[config.mk]
export PLATFORM = sky130hd
export DESIGN_NAME = ohhl_controller
export DESIGN_NICKNAME = d
export VERILOG_FILES = /design/src/object_handle_hash_lookup_assert.svh /design/src/ohhl_pkg.sv /design/src/ohhl_controller.sv
export SDC_FILE = /design/constraint.sdc
export NUM_CORES = 1
export LEC_CHECK = 0
export BUFFER_PORTS_ARGS = -buffer_cell sky130_fd_sc_hd__buf_2
export CORE_AREA = 3 3 40 42
export CTS_CLUSTER_SIZE = 10
export DETAILED_ROUTE_END_ITERATION = 16
export DIE_AREA = 0 0 43 45
export SYNTH_ARGS = -nofsm -noshare
export SYNTH_HDL_FRONTEND = slang
export SYNTH_SLANG_ARGS = --single-unit
[constraint.sdc]
create_clock -name clock -period 2.8 [get_ports clock]
set_input_delay 0.42 -clock clock [delete_from_list [all_inputs] [get_ports clock]]
set_output_delay 0.42 -clock clock [all_outputs]
set_load 0.005 [all_outputs]
[src/object_handle_hash_lookup_assert.svh]
// Assertion macros for the handle lookup block.
// Each macro takes a label, the clock, the reset, the checked expression and a message.
`ifndef OBJECT_HANDLE_HASH_LOOKUP_ASSERT_SVH
`define OBJECT_HANDLE_HASH_LOOKUP_ASSERT_SVH
`ifndef SYNTHESIS
`define OHHL_ASSERT(label, clk, rst, prop, msg) \
   label: assert property (@(posedge clk) disable iff (rst) prop) else $error(msg);
`define OHHL_ASSERT_NEVER(label, clk, rst, expr, msg) \
   label: assert property (@(posedge clk) disable iff (rst) !(expr)) else $error(msg);
`else
`define OHHL_ASSERT(label, clk, rst, prop, msg)
`define OHHL_ASSERT_NEVER(label, clk, rst, expr, msg)
`endif
`endif

[src/ohhl_pkg.sv]
package ohhl_pkg;

   // Instance memory geometry
   localparam int MEM_WORDS      = 65536;
   localparam int MEM_IDX_W      = $clog2(MEM_WORDS);
   localparam int PROBE_CHANNELS = 32;

   // Widths of internal paths
   localparam int RA_W       = 18;   // word address of any read, incl. type word
   localparam int SCAN_W     = 13;   // word index inside the largest table
   localparam int HASH_W     = 15;   // folded hash shifted to an 8-byte entry
   localparam int CHAN_W     = 5;
   localparam int OFF_W      = 16;
   localparam int PAGE_W     = 5;
   localparam int SIZE_W     = 2;
   localparam int CSR_IDX_W  = 2;
   localparam int CSR_DATA_W = 5;

   localparam int HASH_BASE_BITS  = 9;
   localparam int TABLE_WORDS_MIN = 1024;   // 4 KB table
   localparam int PAGE_WORD_SHIFT = 10;     // 4 KB page in words

   // Register indexes
   localparam logic [CSR_IDX_W-1:0] CSR_BASE_PAGE = 2'd0;
   localparam logic [CSR_IDX_W-1:0] CSR_SIZE_CODE = 2'd1;

   // Item functions
   localparam logic FUNC_WRITE  = 1'b0;
   localparam logic FUNC_LOOKUP = 1'b1;

   // Search methods
   localparam logic [1:0] METH_NONE  = 2'd0;
   localparam logic [1:0] METH_PROBE = 2'd1;
   localparam logic [1:0] METH_SCAN  = 2'd2;

   // Context engine field that selects the instance type byte
   localparam logic [1:0] ENGINE_INST = 2'd1;

   typedef struct packed {
      logic clr_wr;
      logic wr;
      logic start;
      logic search_step;
      logic hit_take;
      logic miss_take;
      logic ctx_take;
      logic type_take;
      logic out_load;
   } ohhl_cmd_type;

   typedef struct packed {
      logic clr_last;
      logic hit;
      logic miss;
      logic eng_inst;
   } ohhl_sts_type;

endpackage

[src/ohhl_controller.sv]
module ohhl_controller (
   input  logic                   clock,
   input  logic                   reset,
   input  logic                   req_valid,
   input  logic                   req_func,
   output logic                   req_stall,
   output logic                   rsp_valid,
   input  logic                   rsp_stall,
   output ohhl_pkg::ohhl_cmd_type cmd,
   input  ohhl_pkg::ohhl_sts_type sts
);

   typedef enum logic [5:0] {
      S_CLEAR  = 6'b000001,
      S_IDLE   = 6'b000010,
      S_SEARCH = 6'b000100,
      S_CTX    = 6'b001000,
      S_TYPE   = 6'b010000,
      S_DONE   = 6'b100000
   } state_type;

   state_type state_ff, state_in;
   logic      rsp_valid_ff, rsp_valid_in;

   // Run the clearing pass, then sequence each lookup through search, context and type reads
   always_comb begin
      cmd      = '0;
      state_in = state_ff;
      unique case (state_ff)
         S_CLEAR: begin
            cmd.clr_wr = 1'b1;
            if (sts.clr_last) begin
               state_in = S_IDLE;
            end
         end
         S_IDLE: begin
            if (req_valid) begin
               if (req_func == ohhl_pkg::FUNC_LOOKUP) begin
                  cmd.start = 1'b1;
                  state_in  = S_SEARCH;
               end else begin
                  cmd.wr = 1'b1;
               end
            end
         end
         S_SEARCH: begin
            if (sts.hit) begin
               cmd.hit_take = 1'b1;
               state_in     = S_CTX;
            end else if (sts.miss) begin
               cmd.miss_take = 1'b1;
               state_in      = S_DONE;
            end else begin
               cmd.search_step = 1'b1;
            end
         end
         S_CTX: begin
            cmd.ctx_take = 1'b1;
            state_in     = sts.eng_inst ? S_TYPE : S_DONE;
         end
         S_TYPE: begin
            cmd.type_take = 1'b1;
            state_in      = S_DONE;
         end
         S_DONE: begin
            if (!rsp_valid_ff || !rsp_stall) begin
               cmd.out_load = 1'b1;
               state_in     = S_IDLE;
            end
         end
         default: state_in = S_IDLE;
      endcase
   end

   // Hold the result until the transfer completes
   always_comb begin
      rsp_valid_in = rsp_valid_ff;
      if (cmd.out_load) begin
         rsp_valid_in = 1'b1;
      end else if (!rsp_stall) begin
         rsp_valid_in = 1'b0;
      end
   end

   always_ff @(posedge clock) begin
      if (reset) begin
         state_ff     <= S_CLEAR;
         rsp_valid_ff <= 1'b0;
      end else begin
         state_ff     <= state_in;
         rsp_valid_ff <= rsp_valid_in;
      end
   end

   assign req_stall = (state_ff != S_IDLE);
   assign rsp_valid = rsp_valid_ff;

endmodule
; ---- After elaboration in Yosys (flattened, before gate mapping)
; Cells that the tools add are included.
[word_totals]
ff_bits = 7
input_bits = 9
out_inout_bits = 11
elab_cells = 44
[classes]
eq_ne = 13
mux = 25
reduce_logical = 4
[op_table]
columns = op, n
row1 = two-way mux 6 bit, 7
row2 = case mux 6 bit (6 select lines), 1
row3 = two-way mux 1 bit, 14
row4 = "inequality test 2 bit, second input constant", 4
row5 = "== test 6 x 1 -> 1 bit, second input constant", 1
row6 = "== test 6 x 2 -> 1 bit, second input constant", 1
row7 = "== test 6 x 3 -> 1 bit, second input constant", 1
row8 = "== test 6 x 4 -> 1 bit, second input constant", 1
row9 = "== test 6 x 5 -> 1 bit, second input constant", 1
row10 = "== test 6 bit, second input constant", 1
row11 = "inequality test 6 x 2 -> 1 bit, second input constant", 1
row12 = AND reduction 5 bit, 1
row13 = two-way mux 2 bit, 2
row14 = two-way mux 3 bit, 1
row15 = "inequality test 3 bit, second input constant", 1
row16 = logical NOT 1 bit, 2
row17 = "inequality test 2 x 1 -> 1 bit, second input constant", 1
row18 = logical OR 1 bit, 1

; ---- Logic depth before layout (Yosys ltp)
[depth]
depth_word = 5
depth_mapped = 5
depth_no_buf = 5

; ---- Least setup slack after synthesis
; OpenSTA, ideal clock, no wires.
[synth_timing]
path_kind = register -> output
startpoint = register state_ff[4]
endpoint = output cmd[5] (netlist name)
arrival_time_ns = 1.446
required_ns = 2.380
path_slack_ns = 0.934
stages_incl_launch_ff = 4
n_path_buf = 0
path_cell_list = dfxtp_1 -> or4_4 -> or4_4 -> inv_1
[synth_rtl]
columns = item, line_no
row1 = start: declaration, ohhl_controller.sv:22  ; state_type state_ff, state_in;
row2 = start signal: assignment, ohhl_controller.sv:90  ; state_ff <= state_in;
row3 = end: declaration, ohhl_controller.sv:9  ; output ohhl_pkg::ohhl_cmd_type cmd,

==> flow_summary.toml <==
[yosys]
yosysWarnings = 0
synth_area_um2 = 437
synth-seq-area-share = 0.321
ys_types = 26
synthesis.nets = 60
netlist_instances = 51
synth.avg_cell_area_um2 = 8.56
synth-seq-cells = 7

[min_path]
hold_end = "state_ff[4]"
hold_path.class = "input port to register"
min-delay-start = "sts[0]"
hold_depth = 3

[final_layout]
final_area_um2 = 562
layout-drive-gt1-share = 0.375
final_cell_mix = "buf_2 (19), dfxtp_1 (7), nand2_1 (4)"
nFillCells = 135
final_nets = 82
final_common_cell = "buf_2"
antenna_cells = 0
layoutNonFillerInstCount = 87
syn_to_final_growth_pct = 28.7

[route]
antenna_left = 0
drtPass1Iterations = 4
vias = 448
viasPerCell = 5.15
drc_errors = 0
wl_per_cell_um = 11.2
wl_um = 976
drt_first_iter_violations = 21

[floorplan]
rows = 13
die_w_um = 43
io_pins = 20
die-area_um2 = 1940
start_util = 0.340
die_y_um = 45
coreArea_um2 = 1280

[pwr]
power_leakage_uw = 0.000265
vdd_drop_max_mv = 0.246
p_seq_frac = 0.417
comb_power_share = 0.255
sw_frac_of_total = 0.275
power_uw = 272
p_sw_uw = 75.0
p_int_uw = 197
power_density_nw_per_um2 = 485
clkPwrFrac = 0.329

[grt]
track_usage = 0.108
grt_pass1_wl_um = 1500
grt_pass1_vias = 363
grt_max_degree = 9
overflow = 0
grt_antenna_before_repair = 0

[clock_tree]
worst_skew_pair.late_latency_ns = 0.25
cts_inserted_buffers = 3
cts_root_buffer = "clkbuf_4"
clock_sinks = 7
cts_tree = "done"
holdBufCountCts = 0
cts_htree_levels = 1
cts_resized = 0
clockBufferDepth = 2
clk_pin_slew_worst_paths_ns = 0.05
post_cts_buffers = 0

[place]
place_inst = 83
placed_area_um2 = 536
routabilityCongestion = 0.867
port_buffers = 19
dpl.hpwl_um = 778

[flow_run]
drv_cap = 0

[worst_setup_path]
timing.rr.start = "state_ff[1]"
critPathRequiredTime_ns = 2.38
worstSetupPathType = "register to output pin"
reg2reg_depth = 4
reg2reg_to = "state_ff[2]"
r2r_setup_slack_ns = 0.96
worst-endpoint-arrival_ns = 1.83
critPathCaptureType = "output pin"
critPathLaunchType = "register"
cp_max_fo = 5

[timing]
min_period_over_period = 0.804
tns_ns = 0
slew_viol_final = 0
hold_violations = 0
skew_ns = 0.00232
min_period_ns = 2.25
rsz0062_at_grt = "false"
fmax_mhz = 444
tightestPinTransition_ns = 0.543
setup_violations = 0
relSlewSlack = 0.635
hold_ws_ns = 0.405

[run_status]
status = "completed"
## layer usage
| layer | vias up | track usage | routed length, um |
|---|---|---|---|
| met5 | - | 0 | 0 |
| met4 | 0 | 0.0542 | 0 |
| met3 | 0 | 0.0598 | 84 |
| met2 | 19 | 0.162 | 438 |
| met1 | 198 | 0.123 | 453 |
| li1 | 231 | - | - |
## cells by family after synthesis
family | Yosys count | synth area share
compound gates | 7 | 0.103
simple gates | 33 | 0.524
flops | 7 | 0.321
buf+inv | 4 | 0.0516
## stage by stage
| stage | util | worst slack (ns) |
|---|---|---|
| floorplan | - | 0.934 |
| global placement | 0.417 | 0.819 |
| detailed placement | 0.417 | 0.810 |
| CTS | 0.437 | 0.537 |
| global route | 0.437 | 0.467 |
| finish | 0.437 | 0.548 |
## worst max-delay path, stage by stage, from the launching register on
cell     delay [ns]
dfxtp_1        0.33
or4_4          0.57
or4_4          0.52
inv_1          0.06
buf_2          0.10
## how the worst max path moves through the flow
stage / startpoint / endpoint / slack, ns / cells past startpoint
after floorplan: state_ff[4] / cmd[5] / 0.93 / 3
after global placement: state_ff[4] / cmd[5] / 0.82 / 4
after detailed placement: state_ff[4] / cmd[5] / 0.81 / 4
after CTS: state_ff[4] / cmd[5] / 0.54 / 4
after global routing: state_ff[4] / cmd[5] / 0.47 / 4
final: state_ff[4] / cmd[5] / 0.55 / 4
## cell usage after synthesis
cell type	n	share of area
nor3b_2	1	0.029
or3_1	1	0.014
nand3_1	1	0.011
a21oi_1	3	0.034
nand2b_1	3	0.043
and2_1	2	0.029
buf_4	2	0.034
a41oi_1	1	0.020
nand2_1	4	0.034
nor2b_1	2	0.029
nand3b_1	1	0.017
dfxtp_1	7	0.32
a221oi_1	1	0.020
inv_1	2	0.017
nor2_1	3	0.026
or2b_1	1	0.017
nand4_1	2	0.029
o22ai_1	2	0.029
nor4_1	1	0.014
or4b_4	1	0.032
nor3b_1	3	0.052
and3b_1	1	0.020
nor3_1	1	0.011
nand4bb_1	1	0.026
or4_4	3	0.077
and3_1	1	0.014
## state kept, by name (all words and copies together), names as in the netlist
| name | count |
|---|---|
| state_ff | 6 |
| rsp_valid | 1 |
## layout make-up
type,instances,area [um2],share of cell area
repair buffers,19,95.1,0.169
flip-flops and latches,7,140,0.249
multi-input cells,40,274,0.488
clock buffers,4,26.3,0.0468
inverters,2,7.51,0.0134
well taps,15,18.8,0.0334
## power by group through the flow
stage	clock network, uW	logic (uW)	registers, uW
global route	104	76.0	114
finish	89.6	69.4	114
CTS	95.3	69.3	113
global placement	0	68.9	115
detailed placement	0	68.9	115
floorplan	0	48.4	113
(Power assumes the default switching activity.)
